$ cat src/sv/assert_macros.svh
// ============================================================================
// Assertion macros
// Wrappers for the concurrent assertions of the pixel blit design.
// ============================================================================
`ifndef ASSERT_MACROS_SVH
`define ASSERT_MACROS_SVH

// Same-cycle implication, checked at each rising clock edge outside reset.
`define PFB_ASSERT_IMP(label, clk, rstn, ante, cons) \
    label: assert property (@(posedge clk) disable iff (!(rstn)) (ante) |-> (cons)) \
        else $error("pfb assertion failed");

// Next-cycle implication, checked at each rising clock edge outside reset.
`define PFB_ASSERT_NXT(label, clk, rstn, ante, cons) \
    label: assert property (@(posedge clk) disable iff (!(rstn)) (ante) |=> (cons)) \
        else $error("pfb assertion failed");

`endif

$ cat src/sv/pfb_pkg.sv
// ============================================================================
// pfb_pkg
// Types, constants and helper functions shared by the pixel blit modules.
// ============================================================================
`timescale 1ns / 1ps
`default_nettype none

package pfb_pkg;

    localparam int MAX_DIM    = 4096;
    localparam int DIM_W      = $clog2(MAX_DIM) + 1;
    localparam int CNT_W      = $clog2(MAX_DIM);
    localparam int FMT_W      = 3;
    localparam int CHAN_W     = 8;
    localparam int OFFSET_W   = 26;
    localparam int CFG_IDX_W  = 3;
    localparam int CFG_DATA_W = 13;

    localparam int QUEUE_DEPTH = 4;
    localparam int QPTR_W      = $clog2(QUEUE_DEPTH);
    localparam int QCNT_W      = $clog2(QUEUE_DEPTH) + 1;

    // Gray is floor(sum / 3) with sum <= 765; (sum * 683) >> 11 is exact there.
    localparam int SUM_W       = 10;
    localparam int GRAY_RECIP  = 683;
    localparam int GRAY_SHIFT  = 11;
    localparam int PROD_W      = 20;

    // Pixel format codes (bytes per pixel).
    localparam logic [FMT_W-1:0] FMT_GRAY       = 3'd1;
    localparam logic [FMT_W-1:0] FMT_GRAY_ALPHA = 3'd2;
    localparam logic [FMT_W-1:0] FMT_RGB        = 3'd3;
    localparam logic [FMT_W-1:0] FMT_RGBA       = 3'd4;

    // Configuration register indexes.
    localparam logic [CFG_IDX_W-1:0] REG_SRC_FORMAT  = 3'd0;
    localparam logic [CFG_IDX_W-1:0] REG_DST_FORMAT  = 3'd1;
    localparam logic [CFG_IDX_W-1:0] REG_RECT_WIDTH  = 3'd2;
    localparam logic [CFG_IDX_W-1:0] REG_RECT_HEIGHT = 3'd3;
    localparam logic [CFG_IDX_W-1:0] REG_DEST_COL    = 3'd4;
    localparam logic [CFG_IDX_W-1:0] REG_DEST_ROW    = 3'd5;
    localparam logic [CFG_IDX_W-1:0] REG_DEST_WIDTH  = 3'd6;
    localparam logic [CFG_IDX_W-1:0] REG_DEST_HEIGHT = 3'd7;

    localparam logic [CHAN_W-1:0] OPAQUE_ALPHA = 8'd255;

    // One classified pixel, as the front hands it to the back.
    typedef struct packed {
        logic [CHAN_W-1:0] chan0;
        logic [CHAN_W-1:0] chan1;
        logic [CHAN_W-1:0] chan2;
        logic [CHAN_W-1:0] chan3;
        logic [FMT_W-1:0]  src_fmt;
        logic [FMT_W-1:0]  dst_fmt;
        logic [DIM_W-1:0]  x;
        logic [DIM_W-1:0]  y;
        logic [DIM_W-1:0]  dw;
        logic              oob;
        logic              last;
    } q_entry_t;

    typedef struct packed {
        logic     push;
        q_entry_t entry;
    } q_wr_t;

    typedef struct packed {
        logic     valid;
        q_entry_t entry;
    } q_rd_t;

    function automatic logic [FMT_W-1:0] eff_format(input logic [FMT_W-1:0] f);
        logic [FMT_W-1:0] r;
        case (f) inside
            3'd0:          r = FMT_GRAY;
            [3'd5:3'd7]:   r = FMT_RGBA;
            default:       r = f;
        endcase
        return r;
    endfunction

    function automatic logic [DIM_W-1:0] eff_size(input logic [DIM_W-1:0] s);
        logic [DIM_W-1:0] r;
        if (s == '0) begin
            r = DIM_W'(1);
        end else if (s > DIM_W'(MAX_DIM)) begin
            r = DIM_W'(MAX_DIM);
        end else begin
            r = s;
        end
        return r;
    endfunction

endpackage

`default_nettype wire

$ cat src/sv/pfb_front.sv
// ============================================================================
// pfb_front
// Holds configuration and the rectangle position, classifies each item.
// ============================================================================
`timescale 1ns / 1ps
`default_nettype none

module pfb_front import pfb_pkg::*; (
    input  wire logic                  aclk,
    input  wire logic                  aresetn,
    input  wire logic                  s_valid,
    output logic                       s_ready,
    input  wire logic [CHAN_W-1:0]     s_chan0,
    input  wire logic [CHAN_W-1:0]     s_chan1,
    input  wire logic [CHAN_W-1:0]     s_chan2,
    input  wire logic [CHAN_W-1:0]     s_chan3,
    input  wire logic                  cfg_valid,
    output logic                       cfg_ready,
    input  wire logic [CFG_IDX_W-1:0]  cfg_index,
    input  wire logic [CFG_DATA_W-1:0] cfg_data,
    input  wire logic                  q_ready,
    output q_wr_t                      q_wr
);

    logic [FMT_W-1:0] src_format_reg, dst_format_reg;
    logic [DIM_W-1:0] rect_width_reg, rect_height_reg;
    logic [CNT_W-1:0] dest_col_reg, dest_row_reg;
    logic [DIM_W-1:0] dest_width_reg, dest_height_reg;
    logic [CNT_W-1:0] col_count_reg, col_count_next;
    logic [CNT_W-1:0] row_count_reg, row_count_next;

    logic [DIM_W-1:0] rw, rh, dw, dh, x, y;
    logic             end_row, final_px, oob, accept;

    assign cfg_ready = 1'b1;
    assign s_ready   = q_ready;
    assign accept    = s_valid & q_ready;

    assign rw = eff_size(rect_width_reg);
    assign rh = eff_size(rect_height_reg);
    assign dw = eff_size(dest_width_reg);
    assign dh = eff_size(dest_height_reg);

    assign x = {1'b0, dest_col_reg} + {1'b0, col_count_reg};
    assign y = {1'b0, dest_row_reg} + {1'b0, row_count_reg};

    assign oob      = (x >= dw) || (y >= dh);
    assign end_row  = (({1'b0, col_count_reg} + DIM_W'(1)) >= rw);
    assign final_px = end_row && (({1'b0, row_count_reg} + DIM_W'(1)) >= rh);

    always_comb begin
        q_wr.push          = accept;
        q_wr.entry.chan0   = s_chan0;
        q_wr.entry.chan1   = s_chan1;
        q_wr.entry.chan2   = s_chan2;
        q_wr.entry.chan3   = s_chan3;
        q_wr.entry.src_fmt = eff_format(src_format_reg);
        q_wr.entry.dst_fmt = eff_format(dst_format_reg);
        q_wr.entry.x       = x;
        q_wr.entry.y       = y;
        q_wr.entry.dw      = dw;
        q_wr.entry.oob     = oob;
        q_wr.entry.last    = final_px;
    end

    always_comb begin
        col_count_next = col_count_reg;
        row_count_next = row_count_reg;
        if (accept) begin
            if (final_px) begin
                col_count_next = '0;
                row_count_next = '0;
            end else if (end_row) begin
                col_count_next = '0;
                row_count_next = row_count_reg + CNT_W'(1);
            end else begin
                col_count_next = col_count_reg + CNT_W'(1);
            end
        end
    end

    always_ff @(posedge aclk) begin
        if (!aresetn) begin
            src_format_reg  <= FMT_RGBA;
            dst_format_reg  <= FMT_RGBA;
            rect_width_reg  <= DIM_W'(1);
            rect_height_reg <= DIM_W'(1);
            dest_col_reg    <= '0;
            dest_row_reg    <= '0;
            dest_width_reg  <= DIM_W'(1);
            dest_height_reg <= DIM_W'(1);
            col_count_reg   <= '0;
            row_count_reg   <= '0;
        end else begin
            col_count_reg <= col_count_next;
            row_count_reg <= row_count_next;
            if (cfg_valid) begin
                unique case (cfg_index)
                    REG_SRC_FORMAT:  src_format_reg  <= cfg_data[FMT_W-1:0];
                    REG_DST_FORMAT:  dst_format_reg  <= cfg_data[FMT_W-1:0];
                    REG_RECT_WIDTH:  rect_width_reg  <= cfg_data[DIM_W-1:0];
                    REG_RECT_HEIGHT: rect_height_reg <= cfg_data[DIM_W-1:0];
                    REG_DEST_COL:    dest_col_reg    <= cfg_data[CNT_W-1:0];
                    REG_DEST_ROW:    dest_row_reg    <= cfg_data[CNT_W-1:0];
                    REG_DEST_WIDTH:  dest_width_reg  <= cfg_data[DIM_W-1:0];
                    REG_DEST_HEIGHT: dest_height_reg <= cfg_data[DIM_W-1:0];
                    default: ;
                endcase
            end
        end
    end

endmodule

`default_nettype wire

$ cat src/sv/pfb_queue.sv
// ============================================================================
// pfb_queue
// Short first-in first-out buffer between the front and the back.
// ============================================================================
`timescale 1ns / 1ps
`default_nettype none

`include "assert_macros.svh"

module pfb_queue import pfb_pkg::*; (
    input  wire logic  aclk,
    input  wire logic  aresetn,
    input  wire q_wr_t q_wr,
    output logic       q_ready,
    output q_rd_t      q_rd,
    input  wire logic  q_pop
);

    q_entry_t          slot_reg [QUEUE_DEPTH];
    logic [QPTR_W-1:0] wr_ptr_reg, rd_ptr_reg;
    logic [QCNT_W-1:0] count_reg, count_next;
    logic              do_push, do_pop;

    assign q_ready       = (count_reg != QCNT_W'(QUEUE_DEPTH));
    assign q_rd.valid    = (count_reg != '0);
    assign q_rd.entry    = slot_reg[rd_ptr_reg];
    assign do_push       = q_wr.push;
    assign do_pop        = q_pop;

    always_comb begin
        count_next = count_reg;
        if (do_push && !do_pop) begin
            count_next = count_reg + QCNT_W'(1);
        end else if (!do_push && do_pop) begin
            count_next = count_reg - QCNT_W'(1);
        end
    end

    always_ff @(posedge aclk) begin
        if (do_push) begin
            slot_reg[wr_ptr_reg] <= q_wr.entry;
        end
    end

    always_ff @(posedge aclk) begin
        if (!aresetn) begin
            wr_ptr_reg <= '0;
            rd_ptr_reg <= '0;
            count_reg  <= '0;
        end else begin
            count_reg <= count_next;
            if (do_push) begin
                wr_ptr_reg <= wr_ptr_reg + QPTR_W'(1);
            end
            if (do_pop) begin
                rd_ptr_reg <= rd_ptr_reg + QPTR_W'(1);
            end
        end
    end

    `PFB_ASSERT_IMP(a_count_bound, aclk, aresetn, 1'b1, count_reg <= QCNT_W'(QUEUE_DEPTH))
    `PFB_ASSERT_IMP(a_no_push_full, aclk, aresetn, do_push, count_reg != QCNT_W'(QUEUE_DEPTH))
    `PFB_ASSERT_IMP(a_no_pop_empty, aclk, aresetn, do_pop, count_reg != '0)
    `PFB_ASSERT_NXT(a_push_grows, aclk, aresetn, do_push && !do_pop, count_reg == $past(count_reg) + QCNT_W'(1))

endmodule

`default_nettype wire

$ cat src/sv/pfb_back.sv
// ============================================================================
// pfb_back
// Converts the pixel format and computes the destination byte offset.
// ============================================================================
`timescale 1ns / 1ps
`default_nettype none

module pfb_back import pfb_pkg::*; (
    input  wire logic           aclk,
    input  wire logic           aresetn,
    input  wire q_rd_t          q_rd,
    output logic                q_pop,
    output logic                m_valid,
    input  wire logic           m_ready,
    output logic [OFFSET_W-1:0] m_dest_offset,
    output logic [CHAN_W-1:0]   m_out_chan0,
    output logic [CHAN_W-1:0]   m_out_chan1,
    output logic [CHAN_W-1:0]   m_out_chan2,
    output logic [CHAN_W-1:0]   m_out_chan3,
    output logic [FMT_W-1:0]    m_out_bytes,
    output logic                m_out_of_range,
    output logic                m_last
);

    // First stage: gray reduction, source unpacking, linear pixel index.
    logic                a_valid_reg;
    logic [CHAN_W-1:0]   a_gray_reg, a_r_reg, a_g_reg, a_b_reg, a_alpha_reg;
    logic [FMT_W-1:0]    a_df_reg;
    logic                a_oob_reg, a_last_reg;
    logic [OFFSET_W-1:0] a_lin_reg;

    // Second stage is the output register.
    logic                m_valid_reg;
    logic [OFFSET_W-1:0] m_offset_reg;
    logic [CHAN_W-1:0]   m_c0_reg, m_c1_reg, m_c2_reg, m_c3_reg;
    logic [FMT_W-1:0]    m_bytes_reg;
    logic                m_oob_reg, m_last_reg;

    logic                b_en, a_en;
    logic                color;
    logic [SUM_W-1:0]    sum;
    logic [PROD_W-1:0]   prod;
    logic [CHAN_W-1:0]   gray_d, g_d, b_d, alpha_d;
    logic [2*DIM_W-1:0]  idx_prod;
    logic [OFFSET_W-1:0] lin_d;
    logic [CHAN_W-1:0]   o0, o1, o2, o3;
    logic [OFFSET_W-1:0] offset_d;

    assign b_en  = !m_valid_reg || m_ready;
    assign a_en  = !a_valid_reg || b_en;
    assign q_pop = q_rd.valid && a_en;

    always_comb begin
        color  = (q_rd.entry.src_fmt >= FMT_RGB);
        sum    = SUM_W'(q_rd.entry.chan0) + SUM_W'(q_rd.entry.chan1)
               + SUM_W'(q_rd.entry.chan2);
        prod   = PROD_W'(sum) * PROD_W'(GRAY_RECIP);
        gray_d = color ? prod[GRAY_SHIFT +: CHAN_W] : q_rd.entry.chan0;
        g_d    = color ? q_rd.entry.chan1 : q_rd.entry.chan0;
        b_d    = color ? q_rd.entry.chan2 : q_rd.entry.chan0;
        if (q_rd.entry.src_fmt == FMT_GRAY_ALPHA) begin
            alpha_d = q_rd.entry.chan1;
        end else if (q_rd.entry.src_fmt == FMT_RGBA) begin
            alpha_d = q_rd.entry.chan3;
        end else begin
            alpha_d = OPAQUE_ALPHA;
        end
        // The full product of row and width, then the index wraps at 2^26
        // just as the offset does.
        idx_prod = q_rd.entry.y * q_rd.entry.dw;
        lin_d    = OFFSET_W'(idx_prod) + OFFSET_W'(q_rd.entry.x);
    end

    always_comb begin
        o0 = a_r_reg;
        o1 = '0;
        o2 = '0;
        o3 = '0;
        offset_d = a_lin_reg;
        unique case (a_df_reg)
            FMT_GRAY: begin
                o0 = a_gray_reg;
            end
            FMT_GRAY_ALPHA: begin
                o0 = a_gray_reg;
                o1 = a_alpha_reg;
                offset_d = a_lin_reg << 1;
            end
            FMT_RGB: begin
                o1 = a_g_reg;
                o2 = a_b_reg;
                offset_d = a_lin_reg + (a_lin_reg << 1);
            end
            default: begin
                o1 = a_g_reg;
                o2 = a_b_reg;
                o3 = a_alpha_reg;
                offset_d = a_lin_reg << 2;
            end
        endcase
        if (a_oob_reg) begin
            offset_d = '0;
        end
    end

    always_ff @(posedge aclk) begin
        if (a_en) begin
            a_gray_reg  <= gray_d;
            a_r_reg     <= q_rd.entry.chan0;
            a_g_reg     <= g_d;
            a_b_reg     <= b_d;
            a_alpha_reg <= alpha_d;
            a_df_reg    <= q_rd.entry.dst_fmt;
            a_oob_reg   <= q_rd.entry.oob;
            a_last_reg  <= q_rd.entry.last;
            a_lin_reg   <= lin_d;
        end
        if (b_en) begin
            m_offset_reg <= offset_d;
            m_c0_reg     <= o0;
            m_c1_reg     <= o1;
            m_c2_reg     <= o2;
            m_c3_reg     <= o3;
            m_bytes_reg  <= a_df_reg;
            m_oob_reg    <= a_oob_reg;
            m_last_reg   <= a_last_reg;
        end
    end

    always_ff @(posedge aclk) begin
        if (!aresetn) begin
            a_valid_reg <= 1'b0;
            m_valid_reg <= 1'b0;
        end else begin
            if (a_en) begin
                a_valid_reg <= q_rd.valid;
            end
            if (b_en) begin
                m_valid_reg <= a_valid_reg;
            end
        end
    end

    assign m_valid        = m_valid_reg;
    assign m_dest_offset  = m_offset_reg;
    assign m_out_chan0    = m_c0_reg;
    assign m_out_chan1    = m_c1_reg;
    assign m_out_chan2    = m_c2_reg;
    assign m_out_chan3    = m_c3_reg;
    assign m_out_bytes    = m_bytes_reg;
    assign m_out_of_range = m_oob_reg;
    assign m_last         = m_last_reg;

endmodule

`default_nettype wire

$ cat src/sv/pixel_format_blit.sv
// ============================================================================
// pixel_format_blit
// Rectangle blit with pixel format conversion, one pixel per item.
// ============================================================================
//
//   Channel   Direction  Handshake              Payload
//   s_        in         s_valid / s_ready      s_chan0..s_chan3 source bytes
//   m_        out        m_valid / m_ready      offset, out_chan0..3, bytes, flags
//   cfg_      in         cfg_valid / cfg_ready  cfg_index, cfg_data
//
// Throughput is one item per clock when the result side keeps m_ready high.
// An accepted item passes through the four-entry queue, then the conversion
// stage and the output register.
// The conversion stage holds the one 13x13 multiply for the pixel index.
// Reset clears the rectangle position, loads the register defaults and empties
// the queue and the back stages. Configuration writes are taken in any cycle.
// When m_ready is low the back stages fill, then the queue, then s_ready falls.
//
`timescale 1ns / 1ps
`default_nettype none

module pixel_format_blit import pfb_pkg::*; (
    input  wire logic                  aclk,
    input  wire logic                  aresetn,
    input  wire logic                  s_valid,
    output logic                       s_ready,
    input  wire logic [CHAN_W-1:0]     s_chan0,
    input  wire logic [CHAN_W-1:0]     s_chan1,
    input  wire logic [CHAN_W-1:0]     s_chan2,
    input  wire logic [CHAN_W-1:0]     s_chan3,
    output logic                       m_valid,
    input  wire logic                  m_ready,
    output logic [OFFSET_W-1:0]        m_dest_offset,
    output logic [CHAN_W-1:0]          m_out_chan0,
    output logic [CHAN_W-1:0]          m_out_chan1,
    output logic [CHAN_W-1:0]          m_out_chan2,
    output logic [CHAN_W-1:0]          m_out_chan3,
    output logic [FMT_W-1:0]           m_out_bytes,
    output logic                       m_out_of_range,
    output logic                       m_last,
    input  wire logic                  cfg_valid,
    output logic                       cfg_ready,
    input  wire logic [CFG_IDX_W-1:0]  cfg_index,
    input  wire logic [CFG_DATA_W-1:0] cfg_data
);

    // The front writes classified items into the queue; the back drains it.
    q_wr_t q_wr;
    q_rd_t q_rd;
    logic  q_ready;
    logic  q_pop;

    // The front owns the registers and the rectangle position. Each accepted
    // item leaves with its destination coordinates, bounds flag and last flag
    // already settled, so a later register write cannot disturb it.
    pfb_front u_front (
        .aclk      (aclk),
        .aresetn   (aresetn),
        .s_valid   (s_valid),
        .s_ready   (s_ready),
        .s_chan0   (s_chan0),
        .s_chan1   (s_chan1),
        .s_chan2   (s_chan2),
        .s_chan3   (s_chan3),
        .cfg_valid (cfg_valid),
        .cfg_ready (cfg_ready),
        .cfg_index (cfg_index),
        .cfg_data  (cfg_data),
        .q_ready   (q_ready),
        .q_wr      (q_wr)
    );

    // The queue lets the front keep taking items while the result side stalls.
    pfb_queue u_queue (
        .aclk    (aclk),
        .aresetn (aresetn),
        .q_wr    (q_wr),
        .q_ready (q_ready),
        .q_rd    (q_rd),
        .q_pop   (q_pop)
    );

    // The back performs the format conversion and the offset arithmetic, and
    // its output register holds a finished result until it is taken.
    pfb_back u_back (
        .aclk           (aclk),
        .aresetn        (aresetn),
        .q_rd           (q_rd),
        .q_pop          (q_pop),
        .m_valid        (m_valid),
        .m_ready        (m_ready),
        .m_dest_offset  (m_dest_offset),
        .m_out_chan0    (m_out_chan0),
        .m_out_chan1    (m_out_chan1),
        .m_out_chan2    (m_out_chan2),
        .m_out_chan3    (m_out_chan3),
        .m_out_bytes    (m_out_bytes),
        .m_out_of_range (m_out_of_range),
        .m_last         (m_last)
    );

endmodule

`default_nettype wire

$ cat config.mk
export PLATFORM = sky130hd
export DESIGN_NAME = pixel_format_blit
export DESIGN_NICKNAME = d
export VERILOG_FILES = /design/src/sv/pfb_pkg.sv /design/src/sv/pfb_front.sv /design/src/sv/pfb_queue.sv /design/src/sv/pfb_back.sv /design/src/sv/pixel_format_blit.sv
export VERILOG_INCLUDE_DIRS = /design/src /design/src/sv
export SDC_FILE = /design/constraint.sdc
export NUM_CORES = 1
export LEC_CHECK = 0
export BUFFER_PORTS_ARGS = -buffer_cell sky130_fd_sc_hd__buf_2
export CAP_MARGIN = 20
export CORE_ASPECT_RATIO = 0.8
export CORE_UTILIZATION = 59
export CTS_BUF_LIST = sky130_fd_sc_hd__clkbuf_8
export CTS_CLUSTER_DIAMETER = 60
export DETAILED_ROUTE_END_ITERATION = 7
export PLACE_DENSITY = 0.88
export SLEW_MARGIN = 10
export SYNTH_ARGS = -nofsm -noshare
export SYNTH_HDL_FRONTEND = slang
export SYNTH_SLANG_ARGS = --single-unit
$ cat constraint.sdc
create_clock -name aclk -period 7.51 [get_ports aclk]
set_input_delay 0.751 -clock aclk [delete_from_list [all_inputs] [get_ports aclk]]
set_output_delay 0.751 -clock aclk [all_outputs]
set_load 0.01 [all_outputs]
## Yosys cells after proc, flatten, opt, wreduce, memory -nomap -nowiden

Memory sizes are Yosys's and may differ from the RTL's. A register that Yosys moved wholly into a read port is not among the register bits.
Cells that the tools add are included.

| storage, ports and cells | value |
|---|---|
| register bits | 249 |
| bits in writable memories | 316 |
| input port bits | 53 |
| output and inout bits | 66 |
| word-level logic and storage cells | 140 |
| memories | 1 |

| operators by class | value |
|---|---|
| add/sub/neg operators | 14 |
| multipliers | 2 |
| order comparisons | 13 |
| equality and inequality tests | 13 |
| muxes and demuxes | 30 |
| bitwise operators | 1 |
| reductions and logical operators | 34 |

Memory list:

| memory | depth | bits a word | rd ports | clocked after Yosys merged registers in | write ports | RTL line | RTL |
|---|---|---|---|---|---|---|---|
| u_queue.slot_reg | 4 | 79 | 1 | 1 | 1 | pfb_queue.sv:19 | `q_entry_t slot_reg [QUEUE_DEPTH];` |

Operators with widths:

| cell | number |
|---|---|
| $mux 13 | 8 |
| $pmux 26 s3 | 1 |
| $ge 13x13->1 | 4 |
| $gt 13x13->1 const B | 4 |
| $logic_not 13->1 | 4 |
| $mux 12 | 4 |
| $mux 8 | 6 |
| $add 12x1->13 const B | 2 |
| $add 12x12->13 | 2 |
| $add 26x13->26 | 1 |
| $add 26x26->26 | 1 |
| $mul 13x13->26 | 1 |
| $add 12x1->12 const B | 2 |
| $mul 10x10->19 const B | 1 |
| $mux 3 | 6 |
| $reduce_and 2->1 | 9 |
| $pmux 8 s2 | 1 |
| $eq 3x2->1 const B | 5 |
| $eq 3x3->1 const B | 5 |
| $add 10x8->10 | 1 |
| $add 8x8->9 | 1 |
| $logic_not 3->1 | 3 |
| $eq 3x1->1 const B | 2 |
| $ge 3x3->1 const B | 2 |
| 16 further kinds | 31 |

## Depth between registers and ports, before layout

Gate-level depths: netlist of the first run.

| logic depth | value |
|---|---|
| depth in word-level cells | 7 |
| mapped depth | 37 |

## Hierarchy

From an unflattened synthesis of the first run, not the netlist that was laid out.

| unflattened totals | value |
|---|---|
| cell total of the unflattened synthesis | 2,922 |
| area, all modules | 34,250.3 um^2 |

Modules (own cells, without submodules):

| module | instances | cells each | area each (um^2) |
|---|---|---|---|
| pfb_back | 1 | 1,539 | 15,230.9 |
| pfb_queue | 1 | 457 | 11,828.8 |
| pfb_front | 1 | 926 | 7,190.6 |

## Worst setup path after synthesis of the first run

OpenSTA, ideal clock, no wires.

| timing | value |
|---|---|
| path type | flip-flop to flip-flop |
| start | register with a tool-made name |
| end | register u_back.a_gray_reg[6] (data pin) |
| setup time | 256 ps |
| arrival time | 7,620 ps |
| required time | 7,254 ps |
| setup slack | -366 ps |
| stages on the path, launching flop included | 35 |
| buffers on the path | 4 |
| cell sequence | dfxtp_1 > buf_2 > buf_4 > buf_2 > mux4_2 > ha_1 > a21o_1 > a21oi_1 > o21bai_1 > a21oi_1 > o21bai_1 > a21oi_1 > xnor2_1 > ha_1 > nor2_1 > nor2_1 > o41a_1 > clkbuf_1 > xor2_1 > xnor2_1 > ha_1 > fa_1 > fa_1 > inv_1 > fa_1 > inv_1 > ha_1 > and2_1 > nor4_1 > a311oi_1 > o21ai_0 > a21oi_1 > a21oi_1 > o21ai_0 > a31o_2 |

RTL lines:

| what | RTL line | RTL |
|---|---|---|
| end signal: assignment | pfb_back.sv:108 | `a_gray_reg <= gray_d;` |
| end: declaration | pfb_back.sv:27 | `logic [CHAN_W-1:0] a_gray_reg, a_r_reg, a_g_reg, a_b_reg, a_alpha_reg;` |

==> results of run 1 <==
[cell type report]
cell class / instances / share of cell area, %
clock inverters: 62 / 1.08
clock buffers: 90 / 3.35
diodes: 2 / 0.0135
multi-input cells: 1971 / 44.7
repair buffers: 178 / 2.94
well taps: 750 / 2.54
inverters: 251 / 2.55
flip-flops and latches: 567 / 42.9
[path summary, 6_finish.rpt]
check               startpoint                       to  slack, ns  depth (start not counted)
max                       flop     u_back.a_gray_reg[5]       0.06                         32
min                 s_chan2[2]  u_queue.slot_reg[2][57]       0.28                          1
max reg2reg               flop     u_back.a_gray_reg[5]       0.06                         32
min reg2reg  u_back.a_last_reg            u_back.m_last       0.43                          0
[synth_stat cells, types with 10 or more instances]
library cell | instances | area (um^2)
mux2_2 | 20 | 225
a21o_1 | 40 | 300
ha_1 | 268 | 3350
o21ai_0 | 70 | 350
and3_1 | 15 | 93.8
mux2i_1 | 27 | 270
xor2_1 | 43 | 377
fa_1 | 154 | 3080
mux4_2 | 68 | 1530
clkbuf_1 | 74 | 278
nand2b_1 | 25 | 156
or3_1 | 19 | 119
a21oi_1 | 183 | 916
buf_2 | 25 | 125
nand3_1 | 33 | 165
o21a_1 | 19 | 143
dfxtp_1 | 117 | 2340
nor2b_1 | 53 | 332
o21bai_1 | 16 | 120
edfxtp_1 | 450 | 13500
xnor2_1 | 78 | 683
o211ai_1 | 11 | 82.6
a211oi_1 | 28 | 210
nand4_1 | 11 | 68.8
a31oi_1 | 16 | 100
inv_1 | 250 | 938
a22oi_1 | 10 | 75.1
nand2_1 | 411 | 1540
nor3_1 | 48 | 240
o22ai_1 | 21 | 131
nor4_1 | 10 | 62.6
and2_1 | 18 | 113
nor2_1 | 160 | 601
[per-layer routing]
metal | up-vias | track usage [%] | wire length [um]
li1 | 10600 | - | -
met3 | 260 | 5.27 | 8500
met4 | 0 | 11.4 | 3150
met2 | 1497 | 46.1 | 39700
met5 | - | 0 | 0
met1 | 11600 | 39.4 | 33100
[timing repair]
action / CTS / global route
pin swaps: 1 / 14
cloned: 0 / 0
gates resized for setup: 5 / 34
setup buffers: 8 / 8
endpoints found under the setup margin: 5 / 15
[cells in the final DEF, fill, tap and decap left out, drive strengths merged, types with 16 or more instances in the layout]
master  instances
xnor2          80
edfxtp        450
mux2i          27
xor2           43
a31oi          16
nor2          162
nand2b         25
o21ai          78
inv           281
o22ai          21
o21a           19
and3           17
clkbuf         90
nand2         411
mux2           20
a21oi         183
a211oi         28
nand3          37
clkinv         24
nor3           49
nor2b          53
buf           178
and2           18
a21o           40
o21bai         16
or3            22
fa            154
dfxtp         117
ha            268
mux4           68
[cells by family after synthesis]
kind of cell / after synthesis / share of synthesized area, %
buffers and inverters: 357 / 4.11
xor gates and xnor gates: 123 / 3.26
and+or+nand+nor: 839 / 11.3
AOI/OAI and AO/OA: 471 / 8.74
adders and majority gates: 422 / 19.2
muxes: 115 / 6.05
DFF: 567 / 47.3
other: 1 / 0.0112
[through the flow]
step           cells  cell area [um^2]  utilization [%]
3_3_place_gp    3700             35000             62.9
2_1_floorplan   2895             33500                -
3_5_place_dp    3701             35000             62.9
6_report        3871             37000             66.4
4_1_cts         3861             36700             66.0
5_1_grt         3870             37000             66.4
==> results.sh, run 1 <==
export IMPL_fin_crit_sh_pct=99.1
export IMPL_setup_tns_final_ns=0
export IMPL_slew_limit_headroom_pct=26.0
export IMPL_grt_max_degree=73
export IMPL_start_util_pct=60.2
export IMPL_max_freq_mhz=134
export IMPL_status="complete, but fails checks"
export IMPL_path_max_fanout=6
export IMPL_placement_rows=77
export IMPL_grt_pass1_wl_um=128000
export IMPL_drive_above_1_share_pct=14.1
export IMPL_syn_avg_cell_area_um2=11.6
export IMPL_synth_yosys_seq_area_share_pct=47.3
export IMPL_cp_top_family="adder cells"
export IMPL_setup_ws_ns=0.0642
export IMPL_setup_viol=0
export IMPL_ant_nets=0
export IMPL_grt_pass1_vias=23700
export IMPL_vias=24000
export IMPL_drt_iter0_markers=2865
export IMPL_cts_max_level=3
export IMPL_antenna_found_initial=1
export IMPL_clockRootBuffer="clkbuf_8"
export IMPL_rsz0062_at_grt="yes"
export IMPL_finalHoldViolations=0
export IMPL_violations="DRC"
export IMPL_drc=25
export IMPL_critPathArrivalTime_ns=7.86
export IMPL_wl_per_cell_um=21.8
export IMPL_viasPerCell=6.19
export IMPL_dpl_hpwl_um=59100
export IMPL_die_area_mm2=0.0578
export IMPL_multi_input_area_mm2=0.0165
export IMPL_synth_edf_count=450
export IMPL_clk_latency_ns=0.69
export IMPL_nNetsFinal=3529
export IMPL_worst_pin_slew_ns=1.10
export IMPL_hold_buffers=0
export IMPL_area_delta_synth_final_pct=10.4
export IMPL_core_area_mm2=0.0557
export IMPL_cts_tree="done"
export IMPL_drv_slew=0
export IMPL_skew_ns=0.0308
export IMPL_syn_area_mm2=0.0335
export IMPL_async_reset_ff_share_pct=0
export IMPL_end_kind="flop"
export IMPL_critPathMaxStageDelay_ns=0.54
export IMPL_synth_ff_type="edfxtp_1"
export IMPL_cts_buffer_depth=3
export IMPL_dr_pass1_iters=8
export IMPL_ys_types=82
export IMPL_ff_latch_area_mm2=0.0159
export IMPL_critical_path_class="flop to flop"
export IMPL_largest_reg_flops=316
export IMPL_synth_seq_cells=567
export IMPL_port_buffers=117
export IMPL_ys_warn_count=0
export IMPL_ios=119
export IMPL_synthCells=2895
export IMPL_numCtsBuffers=85
export IMPL_fin_hold_ws_ns=0.279
export IMPL_place_gp_congestion=0.933
export IMPL_syn_num_nets=3370
export IMPL_nFillCells=3867
export IMPL_routed_wl_um=84400
export IMPL_grtUsageTotal_pct=28.9
export IMPL_hold_class="input pin to flop"
export IMPL_critPathBufInv=4
export IMPL_period_minus_slack_ns=7.45
export IMPL_cap_viol_max_count=0
export IMPL_post_place_ws_ns=-0.153
export IMPL_cts_sink_count=567
export IMPL_crit_required_ns=7.92
export IMPL_fp_dieW_um=268
export IMPL_fp_dieH_um=215
export IMPL_slowest_stage="mux4_2"
export IMPL_clkSlewWorstSetupHoldPaths_ns=0.06
export IMPL_gr_total_overflow=0
export IMPL_cp_start_kind="flop"
Power of run 1 is not shown: default switching activity piles up to over one toggle a cycle in this logic, so the estimate is an artifact.
==> inputs of run 2 (changes only) <==
--- a/config.mk
+++ b/config.mk
@@ -13,7 +13,7 @@
 export CTS_BUF_LIST = sky130_fd_sc_hd__clkbuf_8
 export CTS_CLUSTER_DIAMETER = 60
 export DETAILED_ROUTE_END_ITERATION = 7
-export PLACE_DENSITY = 0.88
+export PLACE_DENSITY = 0.82
 export SLEW_MARGIN = 10
 export SYNTH_ARGS = -nofsm -noshare
 export SYNTH_HDL_FRONTEND = slang
==> run 2 against run 1 <==
  * The run now ends clean
  * Die area did not move
  * Via count fell by 3.6%
  * Setup slack improved by 0.13 ns
  * Wire length fell by 6.8%
  * Hold slack improved by 0.013 ns
  * Utilization rose by 0.12 points
  * Clock skew rose by 0.0015 ns
  * First-iteration DRC count fell by 21%
  * Critical path type unchanged
==> results.sh, run 2 (same netlist as run 1, synthesis figures left out) <==
export IMPL_largest_reg_flops=316
export IMPL_fp_dieH_um=215
export IMPL_fin_crit_sh_pct=97.5
export IMPL_grt_pass1_vias=23300
export IMPL_die_area_mm2=0.0578
export IMPL_worst_r2r_path_depth=32
export IMPL_critPathMaxStageDelay_ns=0.53
export IMPL_viasPerCell=5.95
export IMPL_place_gp_congestion=0.934
export IMPL_core_area_mm2=0.0557
export IMPL_finalHoldViolations=0
export IMPL_setup_viol=0
export IMPL_cts_max_level=3
export IMPL_numCtsBuffers=87
export IMPL_antenna_found_initial=1
export IMPL_fp_dieW_um=268
export IMPL_grt_pass1_wl_um=123000
export IMPL_start_util_pct=60.2
export IMPL_worst_pin_slew_ns=0.979
export IMPL_mostFrequentLayoutCell="edfxtp_1"
export IMPL_hold_path_depth=1
export IMPL_drt_iter0_markers=2264
export IMPL_ant_nets=0
export IMPL_cp_start_kind="flop"
export IMPL_clockRootBuffer="clkbuf_8"
export IMPL_final_cell_mix="edfxtp_1, nand2_1, inv_1"
export IMPL_slowest_stage="mux4_2"
export IMPL_critical_path_class="flop to flop"
export IMPL_place_area_mm2=0.0351
export IMPL_setup_tns_final_ns=0
export IMPL_wl_per_cell_um=20.3
export IMPL_cts_tree="done"
export IMPL_routed_wl_um=78700
export IMPL_drive_above_1_share_pct=14.3
export IMPL_slew_limit_headroom_pct=34.7
export IMPL_path_max_fanout=5
export IMPL_critPathArrivalTime_ns=7.76
export IMPL_period_minus_slack_ns=7.32
export IMPL_hold_class="input pin to flop"
export IMPL_clkSlewWorstSetupHoldPaths_ns=0.07
export IMPL_nFillCells=3980
export IMPL_dr_pass1_iters=5
export IMPL_drc=0
export IMPL_grt_max_degree=96
export IMPL_dpl_cell_count=3703
export IMPL_cap_viol_max_count=0
export IMPL_area_delta_synth_final_pct=10.6
export IMPL_rsz0062_at_grt="yes"
export IMPL_port_buffers=117
export IMPL_end_kind="flop"
export IMPL_skew_ns=0.0322
export IMPL_grtUsageTotal_pct=27.5
export IMPL_cts_buffer_depth=3
export IMPL_utilization_pct=66.6
export IMPL_dpl_hpwl_um=56600
export IMPL_clk_latency_ns=0.68
export IMPL_drv_slew=0
export IMPL_placement_rows=77
export IMPL_nNetsFinal=3535
export IMPL_cts_sink_count=567
export IMPL_ios=119
export IMPL_instances_no_fill=3882
export IMPL_vias=23100
export IMPL_crit_required_ns=7.95
export IMPL_fin_area_mm2=0.0371
export IMPL_max_freq_mhz=137
export IMPL_status="complete, no violations"
export IMPL_gr_total_overflow=0
[run 2: cell count changes in the layout (fill, tap and decap cells not counted), moves of 3 or more]
cell	previous run	this run
clkinvlp_4	4	0
buf_12	0	4
ha_2	0	3
clkinv_2	4	8
clkinv_1	18	14
inv_1	276	282
[run 2: what timing repair did]
| item | 4_1_cts | 5_1_grt |
|---|---|---|
| hold buffers | 0 | 0 |
| pin swaps | 1 | 18 |
| gates resized for setup | 4 | 36 |
| setup buffers | 2 | 16 |
| endpoints found under the setup margin | 4 | 14 |
[run 2: cell type report]
class | instances | area, um^2 | area share, %
diodes | 2 | 5.00 | 0.0135
clock buffers | 91 | 1250 | 3.38
clock inverters | 68 | 433 | 1.17
inverters | 251 | 942 | 2.54
multi-input cells | 1971 | 16500 | 44.5
flip-flops and latches | 567 | 15900 | 42.8
well taps | 750 | 938 | 2.53
repair buffers | 182 | 1140 | 3.07
[run 2: stage by stage]
stage	hold WS, ns	worst slack, ns
2_1_floorplan	0.400	0.0355
3_3_place_gp	0.407	0.208
3_5_place_dp	0.423	-0.156
4_1_cts	0.233	0.0142
5_1_grt	0.250	-0.129
6_report	0.291	0.190
[run 2: worst paths after layout]
check	from	end	slack, ns
worst max-delay path	flop	u_back.a_gray_reg[6]	0.19
worst min-delay path	s_chan3[6]	u_queue.slot_reg[1][53]	0.29
worst max register to register	flop	u_back.a_gray_reg[6]	0.19
worst min register to register	u_back.a_last_reg	u_back.m_last	0.43
[run 2: worst max-delay path, delay by kind of cell, from the launching register on]
kind,cells,cell delay (ns)
XOR/XNOR,3,0.43
AND/OR/NAND/NOR,2,0.19
multiplexers,1,0.53
adder cells (fa/ha/maj),7,2.75
flip-flops,1,0.38
buffers and inverters,7,0.63
AO/OA/AOI/OAI,12,2.20
[run 2: metal layers]
metal	wire length, um	track usage [%]	share of wire (%)	vias to the layer above
met3	6960	5.35	8.8	170
met2	36300	43.5	46	1093
met4	2050	8.03	2.6	0
met5	0	0	0	-
li1	-	-	-	10600
met1	33400	38.6	42	11300
Power of run 2 is left out for the same reason.
